File: config.mk
export PLATFORM = sky130hd
export DESIGN_NAME = staircase_removal_mask_flat
export DESIGN_NICKNAME = d
export VERILOG_FILES = /design/src/hw/rtl/srm_pkg.sv /design/src/hw/rtl/srm_pixel_if.sv /design/src/hw/rtl/srm_result_if.sv /design/src/hw/rtl/srm_cfg_if.sv /design/src/hw/rtl/srm_ram.sv /design/src/hw/rtl/staircase_removal_mask.sv /design/src/flat_wrapper.sv
export SDC_FILE = /design/constraint.sdc
export NUM_CORES = 2
export LEC_CHECK = 0
export ABC_AREA = 1
export BUFFER_PORTS_ARGS = -buffer_cell sky130_fd_sc_hd__clkbuf_2
export CAP_MARGIN = 20
export CORE_ASPECT_RATIO = 1.5
export CORE_UTILIZATION = 35
export CTS_CLUSTER_DIAMETER = 50
export DETAILED_ROUTE_END_ITERATION = 8
export RECOVER_POWER = 100
export SYNTH_ARGS = -nofsm -noshare
export SYNTH_HDL_FRONTEND = slang
export SYNTH_SLANG_ARGS = --single-unit
File: constraint.sdc
create_clock -name clk -period 25.3 [get_ports clk]
set_input_delay 5.06 -clock clk [delete_from_list [all_inputs] [get_ports clk]]
set_output_delay 5.06 -clock clk [all_outputs]
set_load 0.02 [all_outputs]
File: src/hw/rtl/srm_pkg.sv
package srm_pkg;

  localparam int MAX_WIDTH_DEF = 1024;
  localparam int HEIGHT_LIMIT  = 4096;

  localparam int CFG_IDX_W  = 8;
  localparam int CFG_DATA_W = 16;
  localparam int IMG_W_W    = 11;
  localparam int IMG_H_W    = 13;
  localparam int CX_W       = 10;
  localparam int CY_W       = 12;

  localparam logic [CFG_IDX_W-1:0] REG_IMAGE_WIDTH  = CFG_IDX_W'(0);
  localparam logic [CFG_IDX_W-1:0] REG_IMAGE_HEIGHT = CFG_IDX_W'(1);

  typedef struct packed {
    logic            remove_bit;
    logic [CX_W-1:0] centre_x;
    logic [CY_W-1:0] centre_y;
    logic            last_of_frame;
  } result_t;

  // window: bits 0..2 top row, 3..5 middle, 6..8 bottom; bit 0 of a row is left
  function automatic logic staircase(input logic [8:0] win);
    logic c, n0, n1, n2, n3, n4, n5, n6, n7, a, b;
    c  = win[4];
    n0 = win[1];
    n1 = win[2];
    n2 = win[5];
    n3 = win[8];
    n4 = win[7];
    n5 = win[6];
    n6 = win[3];
    n7 = win[0];
    a = n0 & ((n6 & ~n3 & ~n7 & ~(n1 & n2 & n4 & n5)) |
              (n2 & ~n1 & ~n5 & ~(n3 & n4 & n6 & n7)));
    b = n4 & ((n2 & ~n3 & ~n7 & ~(n0 & n1 & n5 & n6)) |
              (n6 & ~n1 & ~n5 & ~(n0 & n2 & n3 & n7)));
    return c & (a | b);
  endfunction

endpackage

File: src/hw/rtl/srm_pixel_if.sv
interface srm_pixel_if;
  logic valid;
  logic ready;
  logic pixel;

  modport source (output valid, output pixel, input ready);
  modport sink (input valid, input pixel, output ready);
endinterface

File: src/hw/rtl/srm_result_if.sv
interface srm_result_if;
  logic                      valid;
  logic                      ready;
  logic                      remove_bit;
  logic [srm_pkg::CX_W-1:0]  centre_x;
  logic [srm_pkg::CY_W-1:0]  centre_y;
  logic                      last_of_frame;

  modport source (output valid, output remove_bit, output centre_x, output centre_y,
                  output last_of_frame, input ready);
  modport sink (input valid, input remove_bit, input centre_x, input centre_y,
                input last_of_frame, output ready);
endinterface

File: src/hw/rtl/srm_cfg_if.sv
interface srm_cfg_if;
  logic                            valid;
  logic                            ready;
  logic [srm_pkg::CFG_IDX_W-1:0]   index;
  logic [srm_pkg::CFG_DATA_W-1:0]  data;

  modport source (output valid, output index, output data, input ready);
  modport sink (input valid, input index, input data, output ready);
endinterface

File: src/hw/rtl/srm_ram.sv
module srm_ram #(
  parameter int WIDTH = 2,
  parameter int DEPTH = srm_pkg::MAX_WIDTH_DEF
) (
  input  logic                     clk,
  input  logic                     we,
  input  logic [$clog2(DEPTH)-1:0] waddr,
  input  logic [WIDTH-1:0]         wdata,
  input  logic                     re,
  input  logic [$clog2(DEPTH)-1:0] raddr,
  output logic [WIDTH-1:0]         rdata
);

  logic [WIDTH-1:0] mem [DEPTH];

  always_ff @(posedge clk) begin
    if (we) begin
      mem[waddr] <= wdata;
    end
    if (re) begin
      rdata <= mem[raddr];
    end
  end

endmodule

File: src/hw/rtl/staircase_removal_mask.sv
// Channel   Dir  Transaction payload
// in_chan   in   pixel
// out_chan  out  remove_bit, centre_x, centre_y, last_of_frame
// cfg_chan  in   index, data (0 = image_width, 1 = image_height)
//
// One pixel per clock while the queue has room; a result goes via the s1 register and the queue.
// The rate is set by the line store RAM: one read and one write port per cycle.
// Line stores need no clearing; stale entries feed only rows 0 and 1, which yield no result.
// Reset clears counters, window, result queue and registers to 1024 x 1024.
// A three-entry result queue absorbs output stalls; in_chan.ready drops when queue count plus s1 reach three.
module staircase_removal_mask #(
  parameter int MAX_WIDTH = srm_pkg::MAX_WIDTH_DEF
) (
  input logic          clk,
  input logic          rst_n,
  srm_pixel_if.sink    in_chan,
  srm_result_if.source out_chan,
  srm_cfg_if.sink      cfg_chan
);

  localparam int XW  = $clog2(MAX_WIDTH);
  localparam int WCW = (XW + 1 > srm_pkg::IMG_W_W) ? XW + 1 : srm_pkg::IMG_W_W;
  localparam int YW  = srm_pkg::CY_W;
  localparam int HW  = srm_pkg::IMG_H_W;

  logic [srm_pkg::IMG_W_W-1:0] img_w_r, img_w_nxt;
  logic [HW-1:0]               img_h_r, img_h_nxt;
  logic [XW-1:0]               x_r, x_nxt;
  logic [YW-1:0]               y_r, y_nxt;
  logic [8:0]                  win_r, win_nxt;
  logic                        s1_valid_r;
  logic                        s1_pix_r;
  logic [XW-1:0]               s1_x_r;
  logic [YW-1:0]               s1_y_r;

  srm_pkg::result_t            fifo_r [3];
  logic [1:0]                  wr_ptr_r, rd_ptr_r;
  logic [1:0]                  cnt_r, cnt_nxt;

  logic [WCW-1:0]              w_cmp, w_eff;
  logic [XW-1:0]               w_last;
  logic [HW-1:0]               h_eff;
  logic [YW-1:0]               h_last;
  logic                        in_acc, cfg_acc, cfg_hit, push, pop;
  logic [1:0]                  rd_data;
  logic [2:0]                  occ;
  srm_pkg::result_t            res;

  // effective frame size
  always_comb begin
    w_cmp = WCW'(img_w_r);
    if (w_cmp < WCW'(3)) begin
      w_eff = WCW'(3);
    end else if (w_cmp > WCW'(MAX_WIDTH)) begin
      w_eff = WCW'(MAX_WIDTH);
    end else begin
      w_eff = w_cmp;
    end
    if (img_h_r < HW'(3)) begin
      h_eff = HW'(3);
    end else if (img_h_r > HW'(srm_pkg::HEIGHT_LIMIT)) begin
      h_eff = HW'(srm_pkg::HEIGHT_LIMIT);
    end else begin
      h_eff = img_h_r;
    end
  end

  assign w_last = XW'(w_eff - WCW'(1));
  assign h_last = YW'(h_eff - HW'(1));

  assign occ            = {1'b0, cnt_r} + {2'b00, s1_valid_r};
  assign in_chan.ready  = (occ <= 3'd2);
  assign in_acc         = in_chan.valid && in_chan.ready;
  assign cfg_chan.ready = 1'b1;
  assign cfg_acc        = cfg_chan.valid && cfg_chan.ready;
  assign cfg_hit        = cfg_acc && (cfg_chan.index == srm_pkg::REG_IMAGE_WIDTH ||
                                      cfg_chan.index == srm_pkg::REG_IMAGE_HEIGHT);

  // line stores: bit 1 upper row, bit 0 middle row
  srm_ram #(
    .WIDTH (2),
    .DEPTH (MAX_WIDTH)
  ) u_line_ram (
    .clk   (clk),
    .we    (s1_valid_r),
    .waddr (s1_x_r),
    .wdata ({rd_data[0], s1_pix_r}),
    .re    (in_acc),
    .raddr (x_r),
    .rdata (rd_data)
  );

  always_comb begin
    win_nxt = {s1_pix_r, win_r[8:7], rd_data[0], win_r[5:4], rd_data[1], win_r[2:1]};
    res.remove_bit    = srm_pkg::staircase(win_nxt);
    res.centre_x      = srm_pkg::CX_W'(s1_x_r - XW'(1));
    res.centre_y      = s1_y_r - YW'(1);
    res.last_of_frame = (s1_x_r == w_last) && (s1_y_r == h_last);
  end

  assign push = s1_valid_r && (s1_x_r >= XW'(2)) && (s1_y_r >= YW'(2));
  assign pop  = out_chan.valid && out_chan.ready;

  // column and row counters, configuration
  always_comb begin
    x_nxt     = x_r;
    y_nxt     = y_r;
    img_w_nxt = img_w_r;
    img_h_nxt = img_h_r;
    if (in_acc) begin
      if (x_r == w_last) begin
        x_nxt = '0;
        y_nxt = (y_r == h_last) ? '0 : y_r + YW'(1);
      end else begin
        x_nxt = x_r + XW'(1);
      end
    end
    if (cfg_hit) begin
      x_nxt = '0;
      y_nxt = '0;
      if (cfg_chan.index == srm_pkg::REG_IMAGE_WIDTH) begin
        img_w_nxt = cfg_chan.data[srm_pkg::IMG_W_W-1:0];
      end else begin
        img_h_nxt = cfg_chan.data[HW-1:0];
      end
    end
  end

  always_comb begin
    cnt_nxt = cnt_r;
    if (push && !pop) begin
      cnt_nxt = cnt_r + 2'd1;
    end else if (pop && !push) begin
      cnt_nxt = cnt_r - 2'd1;
    end
  end

  always_ff @(posedge clk) begin
    if (!rst_n) begin
      img_w_r    <= srm_pkg::IMG_W_W'(1024);
      img_h_r    <= HW'(1024);
      x_r        <= '0;
      y_r        <= '0;
      win_r      <= '0;
      s1_valid_r <= 1'b0;
      wr_ptr_r   <= '0;
      rd_ptr_r   <= '0;
      cnt_r      <= '0;
    end else begin
      img_w_r    <= img_w_nxt;
      img_h_r    <= img_h_nxt;
      x_r        <= x_nxt;
      y_r        <= y_nxt;
      s1_valid_r <= in_acc;
      cnt_r      <= cnt_nxt;
      if (cfg_hit) begin
        win_r <= '0;
      end else if (s1_valid_r) begin
        win_r <= win_nxt;
      end
      if (push) begin
        wr_ptr_r <= (wr_ptr_r == 2'd2) ? 2'd0 : wr_ptr_r + 2'd1;
      end
      if (pop) begin
        rd_ptr_r <= (rd_ptr_r == 2'd2) ? 2'd0 : rd_ptr_r + 2'd1;
      end
    end
  end

  always_ff @(posedge clk) begin
    if (in_acc) begin
      s1_pix_r <= in_chan.pixel;
      s1_x_r   <= x_r;
      s1_y_r   <= y_r;
    end
    if (push) begin
      fifo_r[wr_ptr_r] <= res;
    end
  end

  assign out_chan.valid         = (cnt_r != 2'd0);
  assign out_chan.remove_bit    = fifo_r[rd_ptr_r].remove_bit;
  assign out_chan.centre_x      = fifo_r[rd_ptr_r].centre_x;
  assign out_chan.centre_y      = fifo_r[rd_ptr_r].centre_y;
  assign out_chan.last_of_frame = fifo_r[rd_ptr_r].last_of_frame;

  a_no_rw_same_entry: assert property (@(posedge clk) disable iff (!rst_n)
    (in_acc && s1_valid_r) |-> (x_r != s1_x_r))
    else $error("line store read and write hit the same entry");

  a_queue_no_overflow: assert property (@(posedge clk) disable iff (!rst_n)
    (push && !pop) |-> (cnt_r != 2'd3))
    else $error("result queue overflow");

  a_accept_reaches_s1: assert property (@(posedge clk) disable iff (!rst_n)
    in_acc |=> (s1_valid_r && $past(x_r) == s1_x_r))
    else $error("accepted pixel lost before line store update");

endmodule

File: src/flat_wrapper.sv
// flat-port wrapper written by rule: the top's interface ports become plain ports
module staircase_removal_mask_flat 
#(
  parameter int MAX_WIDTH = srm_pkg::MAX_WIDTH_DEF
)
  (clk, rst_n, in_chan_valid, in_chan_pixel, in_chan_ready, out_chan_valid, out_chan_remove_bit, out_chan_centre_x, out_chan_centre_y, out_chan_last_of_frame, out_chan_ready, cfg_chan_valid, cfg_chan_index, cfg_chan_data, cfg_chan_ready);
  srm_pixel_if in_chan_i ();
  srm_result_if out_chan_i ();
  srm_cfg_if cfg_chan_i ();
  input logic clk;
  input logic rst_n;
  input wire logic [$bits(in_chan_i.valid)-1:0] in_chan_valid;
  input wire logic [$bits(in_chan_i.pixel)-1:0] in_chan_pixel;
  output wire logic [$bits(in_chan_i.ready)-1:0] in_chan_ready;
  output wire logic [$bits(out_chan_i.valid)-1:0] out_chan_valid;
  output wire logic [$bits(out_chan_i.remove_bit)-1:0] out_chan_remove_bit;
  output wire logic [$bits(out_chan_i.centre_x)-1:0] out_chan_centre_x;
  output wire logic [$bits(out_chan_i.centre_y)-1:0] out_chan_centre_y;
  output wire logic [$bits(out_chan_i.last_of_frame)-1:0] out_chan_last_of_frame;
  input wire logic [$bits(out_chan_i.ready)-1:0] out_chan_ready;
  input wire logic [$bits(cfg_chan_i.valid)-1:0] cfg_chan_valid;
  input wire logic [$bits(cfg_chan_i.index)-1:0] cfg_chan_index;
  input wire logic [$bits(cfg_chan_i.data)-1:0] cfg_chan_data;
  output wire logic [$bits(cfg_chan_i.ready)-1:0] cfg_chan_ready;
  assign in_chan_i.valid = in_chan_valid;
  assign in_chan_i.pixel = in_chan_pixel;
  assign in_chan_ready = in_chan_i.ready;
  assign out_chan_valid = out_chan_i.valid;
  assign out_chan_remove_bit = out_chan_i.remove_bit;
  assign out_chan_centre_x = out_chan_i.centre_x;
  assign out_chan_centre_y = out_chan_i.centre_y;
  assign out_chan_last_of_frame = out_chan_i.last_of_frame;
  assign out_chan_i.ready = out_chan_ready;
  assign cfg_chan_i.valid = cfg_chan_valid;
  assign cfg_chan_i.index = cfg_chan_index;
  assign cfg_chan_i.data = cfg_chan_data;
  assign cfg_chan_ready = cfg_chan_i.ready;
  staircase_removal_mask #(.MAX_WIDTH(MAX_WIDTH)) u_core (.clk(clk), .rst_n(rst_n), .in_chan(in_chan_i), .out_chan(out_chan_i), .cfg_chan(cfg_chan_i));
endmodule
==> out/results.tsv <==
metric	value	unit
crit end category	flip-flop	
Post-CTS Setup Repair Bufs	0	
crit path from	u_core.s1_pix_r	
leading area contributor after synthesis	edfxtp_1	
DR pass1 iterations	6	
DR vias/cell	5.554	
WL/cell	23.69	um
final setup fails	0	
Slowest cell on crit path	clkbuf_1	
Post-Synth Adder-Cell Area	0.2033	%
Clock Tree Root	clkbuf_16	
Initial Util	35.25	%
main combinational cell family by area after synthesis	simple AND/OR/NAND/NOR gates	
H-tree depth	4	
synthesized cell area	92310	sq um
grt total ovfl	0	
WS Path Type	flip-flop to flip-flop	
Area Growth Syn to Fin	9.961	%
Rel. slew slack	-559.7	%
maximum fanout along the worst path	230	
top cells by area, synth	edfxtp_1, nor2_1, o21ai_0	
CP Cell Sequence	clkbuf_1 > clkbuf_1 > clkbuf_1	
worst path bufs/invs	3	
Crit path depth	3	
Synth cell types	47	
async set-reset flop share out of synthesis	0	%
mux cell area share after synthesis	0	%
dpl ws	17.86	ns
area of the multi-input gates	23640	sq um
PD cells	84.40	nW/um^2
Final Cycle Share	58.42	%
Synth Area in Compound Gates	11.24	%
XOR/XNOR share of the synthesized area	0.4039	%
cts repair resizes	0	
total CTS buffers	193	
top-count cell post-synth	nor2_1	
Cells after Synth	8044	
first-pass GRT wire length	391600	um
First DRT Iteration DRCs	6998	
Worst-Skew Late Latency	0.86	ns
die area	265800	sq um
top cell types by occurrence after synthesis	nor2_1, edfxtp_1, o21ai_0	
Max Cap Violations	63	
hpwl dp	144300	um
CTS Hold Buffers Added	0	
largest delay contributor family on the critical path	buffers and inverters	
final WL	270200	um
final core utilization	38.76	%
RSZ-0062 raised after global routing	false	
Die Y	631.0	um
Total Neg Setup Slack	0	ns
Reg clk slew, reported paths	0.06	ns
share of layout cells above drive strength 1	4.984	%
CP Launch Type	flip-flop	
worst r2r src	u_core.s1_pix_r	
Synth Register Bits	2206	
number of synthesized flops with an enable pin	2145	
worst slew pin tran	9.895	ns
failing checks	capacitance limit, slew limit	
fill count	25055	
Pwr Total	8.566	mW
clock buffer depth	4	
Worst path max stage delay	7.07	ns
Worst Path Arrival	14.80	ns
count of final hold-check violations	0	
Slew Limit Fails	3531	
Peak VDD IR	0.05149	mV
sequential area share after synthesis	71.10	%
f_max	0.06765	GHz
Synthesis Warnings	0	
worst hold margin	0.4829	ns
Fin Clk Skew	0.04419	ns
GRT Resource Usage Total	19.59	%
reg2reg setup slack	10.52	ns
mean area per synthesized cell	11.48	sq um
initial antenna violation count	4	
Synth top area share	69.78	%
Nets	7830	
I/O pin cnt	57	
DRC viols	0	
Core ar.	261900	sq um
FP Rows	230	
status	finished with violations	
Hold Path Class	flip-flop to flip-flop	
crit-path most repeated cell	clkbuf_1	
Simple-Gate Fraction of Synth Area	13.71	%
Crit path required time	25.32	ns
Clock Sinks	2206	
RR Endpoint	u_core.u_line_ram.mem[39][0]	
FF/Latch Area	65640	sq um
Setup WS post-layout	10.52	ns
R2R depth	3	
vias in the first global route	62553	
end of the critical path	u_core.u_line_ram.mem[39][0]	
Pleak	31.06	nW
via count of the routed design	63358	
largest net degree at the start of global routing	231	
CTS tree	built	
Final GP Congestion	0.8398	
Horiz. Die Dim	421.3	um
post-synth net total	8089	
fin crit period	14.78	ns
commonest register cell after synthesis	edfxtp_1	
count of input and output buffers	52	
Final ANT Viol Nets	0	
worst min-delay path by stage:
stage | from | to | cells past startpoint
after floorplan | u_core.x_r[2] | u_core.s1_x_r[2] | 0
after global placement | u_core.y_r[5] | u_core.s1_y_r[5] | 0
after detailed placement | u_core.y_r[5] | u_core.s1_y_r[5] | 0
after CTS | u_core.y_r[5] | u_core.s1_y_r[5] | 0
after global routing | u_core.y_r[11] | u_core.s1_y_r[11] | 0
final | u_core.win_r[7] | u_core.win_r[7] | 2
metal layers:
layer | wire [um] | track usage, % | share of wire [%]
met5 | 13 | 0 | 0.0048
met4 | 17290 | 11.58 | 6.4
met3 | 18680 | 2.145 | 6.9
met2 | 136400 | 34.83 | 50
met1 | 97880 | 22.73 | 36
area by class of cell:
cell class	instances	area share (%)
diodes	2	0.004931
clock buffers	235	5.039
clock inverters	100	0.8148
inverters	140	0.5449
multi-input cells	5046	23.29
flip-flops and latches	2206	64.67
well taps	3480	4.290
repair buffers	198	1.350
tightest hold or removal path, stage by stage, from the launching register on:
cell,delay [ns]
dfxtp_1,0.32
nand2_1,0.06
a21oi_1,0.05
report_power, final:
group	leakage (nW)	internal, mW	switching (mW)	total, mW
clock	2.89	1.57	1.30	2.87
sequential	19.8	4.30	0.0312	4.34
combinational	8.37	0.306	1.06	1.37
sequential cells by signal, indices dropped and copies added, names as in the netlist, named ones only:
signal and flops:
u_core.rd_ptr_r 2, u_core.y_r 12, u_core.x_r 10, u_core.wr_ptr_r 2, u_core.s1_x_r 10, u_core.win_r 6, u_core.s1_y_r 12, u_core.img_h_r 13
u_core.img_w_r 11, u_core.s1_pix_r 1, u_core.s1_valid_r 1, u_core.u_line_ram.mem 2048, u_core.u_line_ram.rdata 2, u_core.fifo_r 72, u_core.cnt_r 2
through the flow:
step	area [sq um]	cells
after global placement	95600	11047
after CTS	102100	11404
final	101500	11407
after detailed placement	96180	11069
after global routing	101500	11406
after floorplan	92310	8044
cells by family (layout without fill, tap and decap cells):
group | after synthesis | in the layout
other | 1 | 3
and+or+nand+nor | 3187 | 3187
adders and majority gates | 15 | 15
buffers and inverters | 792 | 673
AOI/OAI and AO/OA | 1802 | 1802
DFF | 2206 | 2206
xor gates and xnor gates | 41 | 41
cells in the final DEF, fill, tap and decap left out, types with 4 or more instances in the layout:
master	count
nand3_1	349
o21ai_1	4
nor3_1	23
o21ai_0	1057
clkinv_4	4
nor2_1	2220
nand2_2	16
nand4_1	56
inv_2	6
inv_1	124
clkinv_2	27
bufinv_16	13
buf_12	6
o221ai_1	196
o22ai_1	306
nor2_2	7
o211ai_1	61
clkinvlp_4	8
clkinv_1	49
buf_4	51
nand2_1	503
nor2_4	5
clkbuf_1	139
xnor2_1	4
ha_1	15
buf_16	12
clkbuf_2	24
a211oi_1	7
a21oi_1	155
clkbuf_16	199
dfxtp_1	58
edfxtp_1	2145
xor2_1	36
Note: power is estimated with default switching activity, not from simulation.
